[config.mk]
export PLATFORM = sky130hd
export DESIGN_NAME = message_deframer_flat
export DESIGN_NICKNAME = d
export VERILOG_FILES = /design/src/rtl/mdf_pkg.sv /design/src/rtl/mdf_ifs.sv /design/src/rtl/mdf_front.sv /design/src/rtl/mdf_queue.sv /design/src/rtl/mdf_engine.sv /design/src/rtl/message_deframer.sv /design/src/flat_wrapper.sv
export VERILOG_INCLUDE_DIRS = /design/src /design/src/rtl
export SDC_FILE = /design/constraint.sdc
export NUM_CORES = 1
export LEC_CHECK = 0
export BUFFER_PORTS_ARGS = -buffer_cell sky130_fd_sc_hd__buf_2
export CAP_MARGIN = 20
export CORE_ASPECT_RATIO = 0.9
export CORE_UTILIZATION = 25
export DETAILED_ROUTE_END_ITERATION = 8
export GPL_TIMING_DRIVEN = 1
export PLACE_DENSITY = 0.45
export SLEW_MARGIN = 20
export SYNTH_ARGS = -nofsm -noshare
export SYNTH_HDL_FRONTEND = slang
export SYNTH_SLANG_ARGS = --single-unit
[constraint.sdc]
create_clock -name clk -period 13.8 [get_ports clk]
set_clock_uncertainty 0.1 [all_clocks]
set_input_delay 1.38 -clock clk [delete_from_list [all_inputs] [get_ports clk]]
set_output_delay 1.38 -clock clk [all_outputs]
set_load 0.01 [all_outputs]
[src/rtl/message_deframer_macros.svh]
// ---------------------------------------------------------------------------
// message deframer assertion macros
// concurrent checks that vanish when SYNTHESIS is defined
// ---------------------------------------------------------------------------
`ifndef MESSAGE_DEFRAMER_MACROS_SVH
`define MESSAGE_DEFRAMER_MACROS_SVH
`ifndef SYNTHESIS
// antecedent holds -> consequent holds in the same cycle
`define MDF_ASSERT_IMP(lbl, clk, rst_n, ante, cons) \
    lbl: assert property (@(posedge clk) disable iff (!rst_n) (ante) |-> (cons)) \
        else $error("message deframer check failed");
// antecedent holds -> consequent holds in the next cycle
`define MDF_ASSERT_NXT(lbl, clk, rst_n, ante, cons) \
    lbl: assert property (@(posedge clk) disable iff (!rst_n) (ante) |=> (cons)) \
        else $error("message deframer check failed");
`else
`define MDF_ASSERT_IMP(lbl, clk, rst_n, ante, cons)
`define MDF_ASSERT_NXT(lbl, clk, rst_n, ante, cons)
`endif
`endif

[src/rtl/mdf_pkg.sv]
// ---------------------------------------------------------------------------
// mdf_pkg
// shared types, codes and character constants of the message deframer
// ---------------------------------------------------------------------------
package mdf_pkg;

    localparam int LENGTH_BITS_DEFAULT = 24;
    localparam int QUEUE_DEPTH_DEFAULT = 4;
    localparam int PREFIX_LEN          = 15;

    localparam logic [7:0] CH_CR    = 8'h0D;
    localparam logic [7:0] CH_LF    = 8'h0A;
    localparam logic [7:0] CH_SPACE = 8'h20;
    localparam logic [7:0] CH_TAB   = 8'h09;
    localparam logic [7:0] CH_ZERO  = 8'h30;
    localparam logic [7:0] CH_NINE  = 8'h39;
    localparam logic [7:0] CH_UC_A  = 8'h41;
    localparam logic [7:0] CH_UC_Z  = 8'h5A;
    localparam logic [7:0] CASE_BIT = 8'h20;

    // header prefix in lower case, first character in the top byte
    localparam logic [8*PREFIX_LEN-1:0] PREFIX_LC = "content-length:";

    typedef enum logic [2:0] {
        ERR_NONE       = 3'd0,
        ERR_INPUT      = 3'd1,
        ERR_NO_LENGTH  = 3'd2,
        ERR_TOO_LARGE  = 3'd3,
        ERR_EMPTY_BODY = 3'd4
    } err_code_t;

    typedef enum logic [2:0] {
        PH_PREFIX  = 3'd0,
        PH_MATCHED = 3'd1,
        PH_BLANKS  = 3'd2,
        PH_DIGITS  = 3'd3,
        PH_IGNORE  = 3'd4
    } header_phase_t;

    // one classified input beat
    typedef struct packed {
        logic [7:0] data;
        logic       eoi;
        logic       is_cr;
        logic       is_lf;
        logic       is_digit;
        logic       is_blank;
        logic [7:0] lc;
        logic [3:0] digit;
    } item_t;

    function automatic logic [7:0] prefix_char(input logic [3:0] pos);
        logic [3:0] idx;
        idx = 4'(PREFIX_LEN - 1) - pos;
        if (pos < 4'(PREFIX_LEN))
            return PREFIX_LC[8*idx +: 8];
        else
            return 8'h00;
    endfunction

endpackage

[src/rtl/mdf_ifs.sv]
// ---------------------------------------------------------------------------
// message deframer channels
// byte stream in, result stream out and the mode write channel
// ---------------------------------------------------------------------------
interface mdf_stream_if;
    logic       valid;
    logic       ready;
    logic [7:0] data_byte;
    logic       end_of_input;

    modport source (output valid, data_byte, end_of_input, input ready);
    modport sink   (input valid, data_byte, end_of_input, output ready);
endinterface

interface mdf_result_if;
    logic       valid;
    logic       ready;
    logic [7:0] payload_byte;
    logic       end_of_message;
    logic       is_error;
    logic [2:0] error_code;

    modport source (output valid, payload_byte, end_of_message, is_error, error_code,
                    input ready);
    modport sink   (input valid, payload_byte, end_of_message, is_error, error_code,
                    output ready);
endinterface

interface mdf_cfg_if;
    logic valid;
    logic ready;
    logic framing_mode;

    modport source (output valid, framing_mode, input ready);
    modport sink   (input valid, framing_mode, output ready);
endinterface

[src/rtl/mdf_front.sv]
// ---------------------------------------------------------------------------
// mdf_front
// accepts stream beats and classifies each byte for the engine
// ---------------------------------------------------------------------------
module mdf_front
    import mdf_pkg::*;
(
    mdf_stream_if.sink stream,
    input  logic       q_full,
    output logic       push,
    output item_t      push_item
);

    logic [7:0] b;

    assign b            = stream.data_byte;
    assign stream.ready = !q_full;
    assign push         = stream.valid && !q_full;

    always_comb
    begin
        push_item.data     = b;
        push_item.eoi      = stream.end_of_input;
        push_item.is_cr    = (b == CH_CR);
        push_item.is_lf    = (b == CH_LF);
        push_item.is_digit = (b >= CH_ZERO) && (b <= CH_NINE);
        push_item.is_blank = (b == CH_SPACE) || (b == CH_TAB);
        push_item.lc       = ((b >= CH_UC_A) && (b <= CH_UC_Z)) ? (b | CASE_BIT) : b;
        push_item.digit    = 4'(b - CH_ZERO);
    end

endmodule

[src/rtl/mdf_queue.sv]
// ---------------------------------------------------------------------------
// mdf_queue
// short fifo of classified beats between front and engine
// ---------------------------------------------------------------------------
`include "message_deframer_macros.svh"

module mdf_queue
    import mdf_pkg::*;
#(
    parameter int DEPTH = QUEUE_DEPTH_DEFAULT
)
(
    input  logic  clk,
    input  logic  rst_n,
    input  logic  flush,
    input  logic  push,
    input  item_t push_item,
    output logic  full,
    input  logic  pop,
    output item_t pop_item,
    output logic  not_empty
);

    localparam int PTR_W = $clog2(DEPTH);
    localparam int CNT_W = $clog2(DEPTH + 1);

    item_t             slot_reg [DEPTH];
    logic [PTR_W-1:0]  wr_ptr_reg, wr_ptr_next;
    logic [PTR_W-1:0]  rd_ptr_reg, rd_ptr_next;
    logic [CNT_W-1:0]  count_reg, count_next;

    assign full      = (count_reg == CNT_W'(DEPTH));
    assign not_empty = (count_reg != '0);
    assign pop_item  = slot_reg[rd_ptr_reg];

    always_comb
    begin
        wr_ptr_next = wr_ptr_reg;
        rd_ptr_next = rd_ptr_reg;
        count_next  = count_reg;
        if (push)
            wr_ptr_next = (wr_ptr_reg == PTR_W'(DEPTH - 1)) ? '0 : wr_ptr_reg + 1'b1;
        if (pop)
            rd_ptr_next = (rd_ptr_reg == PTR_W'(DEPTH - 1)) ? '0 : rd_ptr_reg + 1'b1;
        if (push && !pop)
            count_next = count_reg + 1'b1;
        else if (pop && !push)
            count_next = count_reg - 1'b1;
    end

    always_ff @(posedge clk or negedge rst_n)
    begin
        if (!rst_n)
        begin
            wr_ptr_reg <= '0;
            rd_ptr_reg <= '0;
            count_reg  <= '0;
        end
        else if (flush)
        begin
            wr_ptr_reg <= '0;
            rd_ptr_reg <= '0;
            count_reg  <= '0;
        end
        else
        begin
            wr_ptr_reg <= wr_ptr_next;
            rd_ptr_reg <= rd_ptr_next;
            count_reg  <= count_next;
        end
    end

    always_ff @(posedge clk)
    begin
        if (push)
            slot_reg[wr_ptr_reg] <= push_item;
    end

    `MDF_ASSERT_IMP(a_q_no_underflow, clk, rst_n, pop, count_reg != '0)
    `MDF_ASSERT_IMP(a_q_bounded, clk, rst_n, 1'b1, count_reg <= CNT_W'(DEPTH))

endmodule

[src/rtl/mdf_engine.sv]
// ---------------------------------------------------------------------------
// mdf_engine
// line, header and body tracking; while the result side is not stalled, one classified beat per cycle
// ---------------------------------------------------------------------------
`include "message_deframer_macros.svh"

module mdf_engine
    import mdf_pkg::*;
#(
    parameter int LENGTH_BITS = LENGTH_BITS_DEFAULT
)
(
    input  logic clk,
    input  logic rst_n,
    input  logic cfg_we,
    input  logic cfg_mode,
    input  logic item_valid,
    input  item_t item,
    output logic item_pop,
    mdf_result_if.source result
);

    localparam int XW = LENGTH_BITS + 4;

    logic                   mode_reg;
    logic                   in_body_reg, in_body_next;
    logic                   pending_cr_reg, pending_cr_next;
    logic                   line_has_reg, line_has_next;
    logic [3:0]             pos_reg, pos_next;
    header_phase_t          phase_reg, phase_next;
    logic                   seen_reg, seen_next;
    logic                   ovf_reg, ovf_next;
    logic [LENGTH_BITS-1:0] decl_reg, decl_next;
    logic [LENGTH_BITS-1:0] rem_reg, rem_next;
    logic [7:0]             held_reg, held_next;
    logic                   held_valid_reg, held_valid_next;

    logic                   out_valid_reg;
    logic [7:0]             out_byte_reg;
    logic                   out_eom_reg;
    err_code_t              out_code_reg;

    logic                   res_valid;
    logic [7:0]             res_byte;
    logic                   res_eom;
    err_code_t              res_code;

    logic                   clr_msg;
    logic                   clr_line;
    logic                   skip_lf;
    logic [XW-1:0]          len_x10;
    logic                   len_big;
    logic [LENGTH_BITS-1:0] rem_dec;

    assign item_pop = item_valid && (!out_valid_reg || result.ready);

    // running length times ten plus the new digit
    assign len_x10 = ({4'b0, decl_reg} << 3) + ({4'b0, decl_reg} << 1)
                   + {{LENGTH_BITS{1'b0}}, item.digit};
    assign len_big = (len_x10[XW-1:LENGTH_BITS] != 4'b0);
    assign rem_dec = rem_reg - 1'b1;
    assign skip_lf = pending_cr_reg && item.is_lf;

    always_comb
    begin
        in_body_next    = in_body_reg;
        pending_cr_next = pending_cr_reg;
        line_has_next   = line_has_reg;
        pos_next        = pos_reg;
        phase_next      = phase_reg;
        seen_next       = seen_reg;
        ovf_next        = ovf_reg;
        decl_next       = decl_reg;
        rem_next        = rem_reg;
        held_next       = held_reg;
        held_valid_next = held_valid_reg;
        res_valid       = 1'b0;
        res_byte        = 8'h00;
        res_eom         = 1'b0;
        res_code        = ERR_NONE;
        clr_msg         = 1'b0;
        clr_line        = 1'b0;

        if (item_pop)
        begin
            if (item.eoi)
            begin
                held_valid_next = 1'b0;
                held_next       = 8'h00;
                pending_cr_next = 1'b0;
                clr_msg         = 1'b0 | 1'b1;
                res_valid       = 1'b1;
                res_code        = ERR_INPUT;
            end
            else
            begin
                pending_cr_next = 1'b0;
                if (skip_lf)
                begin
                    // lf of a cr lf pair
                end
                else if (!mode_reg)
                begin
                    if (item.is_cr || item.is_lf)
                    begin
                        pending_cr_next = item.is_cr;
                        res_valid       = 1'b1;
                        if (held_valid_reg)
                        begin
                            held_valid_next = 1'b0;
                            res_byte        = held_reg;
                            res_eom         = 1'b1;
                        end
                        else
                            res_code = ERR_INPUT;
                    end
                    else
                    begin
                        held_next       = item.data;
                        held_valid_next = 1'b1;
                        if (held_valid_reg)
                        begin
                            res_valid = 1'b1;
                            res_byte  = held_reg;
                        end
                    end
                end
                else if (in_body_reg)
                begin
                    rem_next  = rem_dec;
                    res_valid = 1'b1;
                    res_byte  = item.data;
                    if (rem_dec == '0)
                    begin
                        clr_msg = 1'b1;
                        res_eom = 1'b1;
                    end
                end
                else if (item.is_cr || item.is_lf)
                begin
                    pending_cr_next = item.is_cr;
                    priority if (line_has_reg)
                        clr_line = 1'b1;
                    else if (!seen_reg)
                    begin
                        clr_msg   = 1'b1;
                        res_valid = 1'b1;
                        res_code  = ERR_NO_LENGTH;
                    end
                    else if (ovf_reg)
                    begin
                        clr_msg   = 1'b1;
                        res_valid = 1'b1;
                        res_code  = ERR_TOO_LARGE;
                    end
                    else if (decl_reg == '0)
                    begin
                        clr_msg   = 1'b1;
                        res_valid = 1'b1;
                        res_code  = ERR_EMPTY_BODY;
                    end
                    else
                    begin
                        clr_line     = 1'b1;
                        in_body_next = 1'b1;
                        rem_next     = decl_reg;
                    end
                end
                else
                begin
                    line_has_next = 1'b1;
                    unique case (phase_reg)
                        PH_PREFIX:
                        begin
                            if (pos_reg < 4'(PREFIX_LEN) && item.lc == prefix_char(pos_reg))
                            begin
                                pos_next = pos_reg + 1'b1;
                                if (pos_reg == 4'(PREFIX_LEN - 1))
                                    phase_next = PH_MATCHED;
                            end
                            else
                                phase_next = PH_IGNORE;
                        end
                        PH_MATCHED:
                        begin
                            // length header found: restart the length
                            seen_next = 1'b1;
                            ovf_next  = 1'b0;
                            if (item.is_blank)
                            begin
                                decl_next  = '0;
                                phase_next = PH_BLANKS;
                            end
                            else if (item.is_digit)
                            begin
                                decl_next  = {{(LENGTH_BITS-4){1'b0}}, item.digit};
                                phase_next = PH_DIGITS;
                            end
                            else
                            begin
                                decl_next  = '0;
                                phase_next = PH_IGNORE;
                            end
                        end
                        PH_BLANKS, PH_DIGITS:
                        begin
                            if (phase_reg == PH_BLANKS && item.is_blank)
                                phase_next = PH_BLANKS;
                            else if (item.is_digit)
                            begin
                                phase_next = PH_DIGITS;
                                if (!ovf_reg)
                                begin
                                    if (len_big)
                                        ovf_next = 1'b1;
                                    else
                                        decl_next = len_x10[LENGTH_BITS-1:0];
                                end
                            end
                            else
                                phase_next = PH_IGNORE;
                        end
                        default:
                            phase_next = PH_IGNORE;
                    endcase
                end
            end
        end

        if (clr_msg)
        begin
            in_body_next = 1'b0;
            seen_next    = 1'b0;
            ovf_next     = 1'b0;
            decl_next    = '0;
            rem_next     = '0;
        end
        if (clr_msg || clr_line)
        begin
            line_has_next = 1'b0;
            pos_next      = 4'd0;
            phase_next    = PH_PREFIX;
        end
    end

    always_ff @(posedge clk or negedge rst_n)
    begin
        if (!rst_n)
        begin
            mode_reg       <= 1'b0;
            in_body_reg    <= 1'b0;
            pending_cr_reg <= 1'b0;
            line_has_reg   <= 1'b0;
            pos_reg        <= 4'd0;
            phase_reg      <= PH_PREFIX;
            seen_reg       <= 1'b0;
            ovf_reg        <= 1'b0;
            decl_reg       <= '0;
            rem_reg        <= '0;
            held_reg       <= 8'h00;
            held_valid_reg <= 1'b0;
            out_valid_reg  <= 1'b0;
        end
        else if (cfg_we)
        begin
            mode_reg       <= cfg_mode;
            in_body_reg    <= 1'b0;
            pending_cr_reg <= 1'b0;
            line_has_reg   <= 1'b0;
            pos_reg        <= 4'd0;
            phase_reg      <= PH_PREFIX;
            seen_reg       <= 1'b0;
            ovf_reg        <= 1'b0;
            decl_reg       <= '0;
            rem_reg        <= '0;
            held_reg       <= 8'h00;
            held_valid_reg <= 1'b0;
            out_valid_reg  <= 1'b0;
        end
        else
        begin
            in_body_reg    <= in_body_next;
            pending_cr_reg <= pending_cr_next;
            line_has_reg   <= line_has_next;
            pos_reg        <= pos_next;
            phase_reg      <= phase_next;
            seen_reg       <= seen_next;
            ovf_reg        <= ovf_next;
            decl_reg       <= decl_next;
            rem_reg        <= rem_next;
            held_reg       <= held_next;
            held_valid_reg <= held_valid_next;
            if (item_pop)
                out_valid_reg <= res_valid;
            else if (result.ready)
                out_valid_reg <= 1'b0;
        end
    end

    // result payload
    always_ff @(posedge clk)
    begin
        if (item_pop && res_valid)
        begin
            out_byte_reg <= res_byte;
            out_eom_reg  <= res_eom;
            out_code_reg <= res_code;
        end
    end

    assign result.valid          = out_valid_reg;
    assign result.payload_byte   = out_byte_reg;
    assign result.end_of_message = out_eom_reg;
    assign result.is_error       = (out_code_reg != ERR_NONE);
    assign result.error_code     = out_code_reg;

    `MDF_ASSERT_IMP(a_body_has_bytes, clk, rst_n, in_body_reg, rem_reg != '0)
    `MDF_ASSERT_IMP(a_ovf_needs_header, clk, rst_n, ovf_reg, seen_reg)
    `MDF_ASSERT_IMP(a_held_line_mode, clk, rst_n, held_valid_reg || in_body_reg,
                    mode_reg == !held_valid_reg)

endmodule

[src/rtl/message_deframer.sv]
// ---------------------------------------------------------------------------
// message_deframer
// splits a raw byte stream into message payloads, by lines or by
// content-length headers
// ---------------------------------------------------------------------------
// One stream beat is taken per clock and at most one result beat leaves per
// clock, so the sustained rate is one byte per cycle when the result side
// keeps up. A beat accepted from the stream is written into the front
// queue, taken from it by the engine and held in the result register,
// from which its result is offered. The whole update of a byte (line
// tracking, prefix match and the times-ten length step as shift and add)
// is combinational and is registered as the engine takes the beat. In
// newline mode a line byte is held until the next byte of the stream
// arrives, so it leaves one beat late. The queue lets the stream side
// keep going for QUEUE_DEPTH beats while the result side stalls; once it
// is full the stream side is held off until a result beat leaves. The user
// must write framing mode on the cfg channel only while the block is idle,
// not enforced by the block; a write drops any partial line or message.
// ---------------------------------------------------------------------------
module message_deframer
    import mdf_pkg::*;
#(
    parameter int LENGTH_BITS = LENGTH_BITS_DEFAULT,  // body length limit is 2^LENGTH_BITS-1
    parameter int QUEUE_DEPTH = QUEUE_DEPTH_DEFAULT   // beats between front and engine
)
(
    input  logic          clk,
    input  logic          rst_n,
    mdf_stream_if.sink    stream,
    mdf_result_if.source  message,
    mdf_cfg_if.sink       cfg
);

    // mode writes are always taken
    logic  cfg_we;
    assign cfg.ready = 1'b1;
    assign cfg_we    = cfg.valid;

    // front to queue
    logic  q_full;
    logic  q_push;
    item_t q_push_item;

    // queue to engine
    logic  q_pop;
    item_t q_pop_item;
    logic  q_not_empty;

    // classify each incoming byte
    mdf_front u_front (
        .stream    (stream),
        .q_full    (q_full),
        .push      (q_push),
        .push_item (q_push_item)
    );

    // decouples the stream from result back pressure; cleared on a mode write
    mdf_queue #(
        .DEPTH (QUEUE_DEPTH)
    ) u_queue (
        .clk       (clk),
        .rst_n     (rst_n),
        .flush     (cfg_we),
        .push      (q_push),
        .push_item (q_push_item),
        .full      (q_full),
        .pop       (q_pop),
        .pop_item  (q_pop_item),
        .not_empty (q_not_empty)
    );

    // framing state and the result register
    mdf_engine #(
        .LENGTH_BITS (LENGTH_BITS)
    ) u_engine (
        .clk        (clk),
        .rst_n      (rst_n),
        .cfg_we     (cfg_we),
        .cfg_mode   (cfg.framing_mode),
        .item_valid (q_not_empty),
        .item       (q_pop_item),
        .item_pop   (q_pop),
        .result     (message)
    );

endmodule
[src/flat_wrapper.sv]
// flat-port wrapper written by rule: the top's interface ports become plain ports
module message_deframer_flat import mdf_pkg::*;
#(
    parameter int LENGTH_BITS = LENGTH_BITS_DEFAULT,                                         
    parameter int QUEUE_DEPTH = QUEUE_DEPTH_DEFAULT                                    
)
  (clk, rst_n, stream_valid, stream_data_byte, stream_end_of_input, stream_ready, message_valid, message_payload_byte, message_end_of_message, message_is_error, message_error_code, message_ready, cfg_valid, cfg_framing_mode, cfg_ready);
  mdf_stream_if stream_i ();
  mdf_result_if message_i ();
  mdf_cfg_if cfg_i ();
  input  logic clk;
  input  logic rst_n;
  input wire logic [$bits(stream_i.valid)-1:0] stream_valid;
  input wire logic [$bits(stream_i.data_byte)-1:0] stream_data_byte;
  input wire logic [$bits(stream_i.end_of_input)-1:0] stream_end_of_input;
  output wire logic [$bits(stream_i.ready)-1:0] stream_ready;
  output wire logic [$bits(message_i.valid)-1:0] message_valid;
  output wire logic [$bits(message_i.payload_byte)-1:0] message_payload_byte;
  output wire logic [$bits(message_i.end_of_message)-1:0] message_end_of_message;
  output wire logic [$bits(message_i.is_error)-1:0] message_is_error;
  output wire logic [$bits(message_i.error_code)-1:0] message_error_code;
  input wire logic [$bits(message_i.ready)-1:0] message_ready;
  input wire logic [$bits(cfg_i.valid)-1:0] cfg_valid;
  input wire logic [$bits(cfg_i.framing_mode)-1:0] cfg_framing_mode;
  output wire logic [$bits(cfg_i.ready)-1:0] cfg_ready;
  assign stream_i.valid = stream_valid;
  assign stream_i.data_byte = stream_data_byte;
  assign stream_i.end_of_input = stream_end_of_input;
  assign stream_ready = stream_i.ready;
  assign message_valid = message_i.valid;
  assign message_payload_byte = message_i.payload_byte;
  assign message_end_of_message = message_i.end_of_message;
  assign message_is_error = message_i.is_error;
  assign message_error_code = message_i.error_code;
  assign message_i.ready = message_ready;
  assign cfg_i.valid = cfg_valid;
  assign cfg_i.framing_mode = cfg_framing_mode;
  assign cfg_ready = cfg_i.ready;
  message_deframer #(.LENGTH_BITS(LENGTH_BITS), .QUEUE_DEPTH(QUEUE_DEPTH)) u_core (.clk(clk), .rst_n(rst_n), .stream(stream_i), .message(message_i), .cfg(cfg_i));
endmodule
## Yosys cells after proc, flatten, opt, wreduce, memory -nomap -nowiden

Memory sizes are Yosys's and may differ from the RTL's.
Cells that the tools add are included.

| operators by class | value |
|---|---|
| equality and inequality tests | 31 |
| shift-type cells | 1 |
| reduce and logical (&&, ||, !) cells | 50 |
| $add $sub $neg | 10 |
| multiplexer cells | 177 |
| $lt $le $gt $ge | 5 |
| bitwise gates (word level) | 1 |

Operator list:

| cell | number |
|---|---|
| 2-to-1 mux 24 bit | 24 |
| 2-to-1 mux 8 bit | 17 |
| indexed part select 120 x 8 -> 8 bit, first input constant | 1 |
| 2-to-1 mux 1 bit | 91 |
| 2-to-1 mux 3 bit | 23 |
| logical NOT 24 bit | 2 |
| 2-to-1 mux 4 bit | 12 |
| one-hot mux 24 bit (2 select lines) | 1 |
| nonzero test 3 bit | 11 |
| adder 27 x 25 -> 28 bit | 1 |
| adder 28 x 4 -> 28 bit | 1 |
| equality test 8 x 4 -> 1 bit, second input constant | 3 |
| subtractor 24 x 1 -> 24 bit, second input constant | 1 |
| inequality test 3 x 2 -> 1 bit, second input constant | 7 |
| AND reduction 9 bit | 2 |
| inequality test 4 bit, second input constant | 4 |
| nonzero test 4 bit | 4 |
| AND reduction 7 bit | 2 |
| 2-to-1 mux 2 bit | 6 |
| inequality test 3 bit, second input constant | 4 |
| inequality test 4 x 3 -> 1 bit, second input constant | 3 |
| AND reduction 11 bit | 1 |
| logical AND 1 bit | 10 |
| one-hot mux 3 bit (3 select lines) | 1 |
| 32 further kinds | 43 |

| storage, ports and cells | value |
|---|---|
| bits in registers | 90 |
| input bits | 15 |
| memories kept | 1 |
| word-level logic and storage cells | 296 |
| memory bits (writable) | 100 |

Memories:

| name | words | width | read ports | clocked after memory_dff | write ports | RTL line | source |
|---|---|---|---|---|---|---|---|
| u_core.u_queue.slot_reg | 4 | 25 | 1 | 0 | 1 | mdf_queue.sv:27 | `item_t slot_reg [DEPTH];` |

## Longest topological paths before layout

| depth | value |
|---|---|
| depth after elaboration | 22 |
| gate-level depth with buffers | 17 |
| mapped depth without buffers | 14 |

## Modules after synthesis

Synthesis repeated with hierarchy kept, for this count alone.

| second synthesis, totals | value |
|---|---|
| cells, all modules | 997 |
| area total of the unflattened synthesis | 11337.1 um2 |

By module, submodules not included:

| module | instances | cells each | area an instance (um2) |
|---|---|---|---|
| mdf_engine | 1 | 781 | 6947.9 |
| mdf_queue | 1 | 176 | 4111.4 |
| mdf_front | 1 | 38 | 266.5 |
| message_deframer | 1 | 2 | 11.3 |

## Worst setup path before layout

No wires, ideal clock.

| path | value |
|---|---|
| path type | reg-to-reg |
| start point | reg u_core.u_queue.rd_ptr_reg[0] |
| end point | reg u_core.u_engine.decl_reg[4] |
| path buffers | 3 |
| data arrival time | 4.160 ns |
| stages on the path, launching flop included | 18 |
| path slack | 9.419 ns |
| path through | dfrtp_1 -> buf_6 -> buf_2 -> mux4_2 -> inv_1 -> fa_1 -> inv_1 -> ha_1 -> a21oi_1 -> nor2_1 -> a311oi_1 -> a22oi_1 -> a21oi_1 -> o21ai_2 -> a2111oi_4 -> o32ai_2 -> buf_6 -> a22o_1 |

| between the ends | value |
|---|---|
| word-level cells in the longest chain between the ends | 15 |
| elaborated cells on any way between the ends | 37 |

Ends and longest elaborated chain:

| element | RTL line | source |
|---|---|---|
| from (decl) | mdf_queue.sv:29 | `logic [PTR_W-1:0] rd_ptr_reg, rd_ptr_next;` |
| from (signal assigned) | mdf_queue.sv:68 | `rd_ptr_reg <= rd_ptr_next;` |
| memory (4 x 25 bit) (*) | n/a |  |
| adder 28 x 4 -> 28 bit | mdf_engine.sv:59 | `+ {{LENGTH_BITS{1'b0}}, item.digit};` |
| 2-to-1 mux 24 bit | mdf_engine.sv:214 | `if (len_big)` |
| 2-to-1 mux 24 bit | mdf_engine.sv:212 | `if (!ovf_reg)` |
| 2-to-1 mux 24 bit | mdf_engine.sv:209 | `else if (item.is_digit)` |
| 2-to-1 mux 24 bit | mdf_engine.sv:207 | `if (phase_reg == PH_BLANKS && item.is_blank)` |
| one-hot mux 24 bit (2 select lines) | mdf_engine.sv:172 | `unique case (phase_reg)` |
| 2-to-1 mux 24 bit | mdf_engine.sv:139 | `else if (item.is_cr \|\| item.is_lf)` |
| 2-to-1 mux 24 bit | mdf_engine.sv:128 | `else if (in_body_reg)` |
| 2-to-1 mux 24 bit | mdf_engine.sv:102 | `else if (!mode_reg)` |
| 2-to-1 mux 24 bit | mdf_engine.sv:98 | `if (skip_lf)` |
| 2-to-1 mux 24 bit | mdf_engine.sv:86 | `if (item.eoi)` |
| 2-to-1 mux 24 bit | mdf_engine.sv:84 | `if (item_pop)` |
| 2-to-1 mux 24 bit | mdf_engine.sv:230 | `if (clr_msg)` |
| 2-to-1 mux 24 bit | mdf_engine.sv:264 | `else if (cfg_we)` |
| to (signal assigned) | mdf_engine.sv:289 | `decl_reg <= decl_next;` |
| to (decl) | mdf_engine.sv:33 | `logic [LENGTH_BITS-1:0] decl_reg, decl_next;` |

Mark *: on every way between the ends. The rest lies on a longest branch, timed or not. The select of a mux whose other input is x is not followed.
A chain may end at the register's enable or synchronous reset.

## Worst setup path in the final report

| path | value |
|---|---|
| start point | reg u_core.u_queue.rd_ptr_reg[1] |
| end point | reg u_core.u_engine.decl_reg[12] |

The elaborated chain is that of the path after synthesis.

==> flow_summary.toml <==
[grt]
track_usage = 0.1314
grt_max_degree = 46
grt_overflow = 0
grt_pass1_wl_um = 38520
grt_pass1_vias = 6857
antenna_found_initial = 0

[logic_synthesis]
yosysTopAreaCell = "edfxtp_1"
synth_edf_count = 68
synthCells = 889
yosysMostFrequentCell = "nor2_1"
synth_top_area_share = 0.2257
yosys-top-cells-area = "edfxtp_1 (23%), dfrtp_1 (22%), ha_1 (8.4%)"
synthTopCellsByCount = "nor2_1 (100), dfrtp_1 (78), edfxtp_1 (68)"
synth_warnings = 0
async_reset_ff_frac = 0.5342
synthFlopType = "dfrtp_1"
syn-cell-area_mm2 = 0.009047
synth_nets = 968
syn_area_per_cell_um2 = 10.18
synth_seq_cells = 146
yosysSeqAreaShare = 0.4414
synth_cell_types = 76

[place]
dp_hpwl_um = 16380
place_area_mm2 = 0.009654
gp_congestion = 0.7877
dp.cells = 1356
port_buffers = 29

[floorplan]
fp.dieW_um = 202.5
die_h_um = 182.5
initial_core_util = 0.2557
core-area_mm2 = 0.03538
dieArea_mm2 = 0.03696
fp-row-count = 65
io_pins = 31

[power]
p_total_w = 0.001372
ir_drop_v = 0.00007771
p_leak_nw = 4.181
power.density_mw_per_mm2 = 134.2

[timing]
worstMarginPinSlew_ns = 0.8228
finalSetupTns_ns = 0
relSlewSlack = 0.4514
min_period_ns = 5.219
setup_violations = 0
finalCritPeriodShare = 0.3782
drv_slew = 0
rsz0062_at_grt = "no"
fmax_mhz = 191.6
hold_violations = 0
holdWs_ns = 0.4109

[route]
ant_nets = 0
drc_errors = 0
viasPerCell = 5.028
vias = 6979
totalWireLength_um = 23210
wl_per_cell_um = 16.72
drt_iter0_drc = 406
drtPass1Iterations = 5

[worst_setup_path]
crit_start = "u_core.u_queue.rd_ptr_reg[1]"
r2r_slack_ns = 8.58
start_kind = "flop"
end_kind = "flop"
r2r-start = "u_core.u_queue.rd_ptr_reg[1]"
arrival_ns = 5.48
crit_fanout = 20
crit_required_ns = 14.06
crit_type = "flop to flop"

[worst_hold_path]
worstHoldStart = "u_core.u_engine.held_reg[6]"
hold_path_class = "flop to flop"

[finish]
multi_input_area_mm2 = 0.004773
final_layout_size_suffix_gt1_frac = 0.1110
n_antenna_cell = 0
fillCellCount = 3706
seqCellArea_mm2 = 0.003994
largest_register_ffs = 56
stdcell_count = 1388
nNetsFinal = 985
fin_area_mm2 = 0.01022
area_growth_pct = 12.97

[run_status]
status = "complete, no violations"

[cts]
root_buffer = "clkbuf_16"
cts_tree = "yes"
h-tree-depth = 4
cts_setup_buffers = 0
cts_buffers = 17
cts.sinks = 146
postCtsResizedCells = 0
clk_pin_slew_ns = 0.07
clk_latency_ns = 0.43
ctsHoldBuffers = 0
ctsLongestPathBuffers = 2

[flow_run]
drv_cap = 0
==> report_power, final <==
part	leakage [nW]	internal [W]	switching [W]
combinational	2.19	0.000129	0.000245
sequential	1.71	0.000514	0.0000314
clock	0.283	0.000240	0.000213
==> final cells by class <==
type | count | area share
Multi-Input combinational cell | 677 | 0.4670
Clock inverter | 15 | 0.01334
Timing Repair Buffer | 36 | 0.01959
Clock buffer | 17 | 0.04162
Inverter | 28 | 0.01028
Sequential cell | 146 | 0.3907
Tap cell | 469 | 0.05741
==> path summary, 6_finish.rpt <==
kind	endpoint	cells past startpoint
setup / recovery	u_core.u_engine.decl_reg[12]	14
hold / removal	u_core.u_engine.held_reg[6]	1
setup reg to reg	u_core.u_engine.decl_reg[12]	14
hold reg to reg	u_core.u_engine.held_reg[6]	1
max in group asynchronous	u_core.u_queue.rd_ptr_reg[1]	2
min in group asynchronous	u_core.u_engine.decl_reg[14]	1
==> stage by stage <==
stage	setup WS [ns]	utilization
after global placement	8.645	0.2729
after CTS	8.494	0.2888
after global routing	8.104	0.2889
final	8.581	0.2889
after floorplan	9.419	-
after detailed placement	8.521	0.2729
==> per-layer routing <==
metal  global-route usage  vias to the layer above  share of wire
li1                     -                     3395              -
met1               0.1873                     3466           0.50
met2               0.2042                      103           0.46
met3              0.02518                       15          0.026
met4              0.03068                        0          0.013
met5                    0                        -              0
==> critical path: stages (launching register included) <==
cell       delay, ns
dfrtp_1         0.79
mux4_2          0.40
inv_1           0.10
fa_1            0.60
inv_1           0.06
ha_1            0.28
a21oi_1         0.19
nor2_1          0.08
a311oi_1        0.46
a22oi_1         0.27
a21oi_1         0.30
o21ai_2         0.12
a2111oi_4       0.40
and3_1          0.74
a32o_1          0.27
==> cells by family (layout without fill, tap and decap cells) <==
logic type	after synthesis	in the layout	synth area share
simple gates	303	303	0.1708
buf+inv	66	96	0.03153
other cells	1	1	0.0004145
fa+ha+maj	64	64	0.09100
compound gates	251	251	0.1859
mux	24	24	0.04605
xor+xnor	34	34	0.03291
flops	146	146	0.4414
==> placed cells by master, fill, tap and decap left out, types with 7 or more instances in the layout <==
master / instances
dfrtp_1: 78
o31ai_1: 8
nand2_1: 51
mux2i_1: 9
buf_4: 8
nand2b_1: 10
o21ai_0: 49
nor2_1: 100
a21oi_1: 67
a22o_1: 27
ha_1: 61
and3_1: 16
clkbuf_16: 17
a31oi_1: 8
nand3_1: 24
xor2_1: 13
edfxtp_1: 68
nor4_1: 20
a21o_1: 12
a22oi_1: 12
nor3_1: 25
inv_1: 28
mux4_2: 14
xnor2_1: 21
o21ai_1: 11
nor2b_1: 12
or3_1: 7
nand4_1: 8
buf_2: 28
No activity file was read; power rests on OpenSTA's default activity.
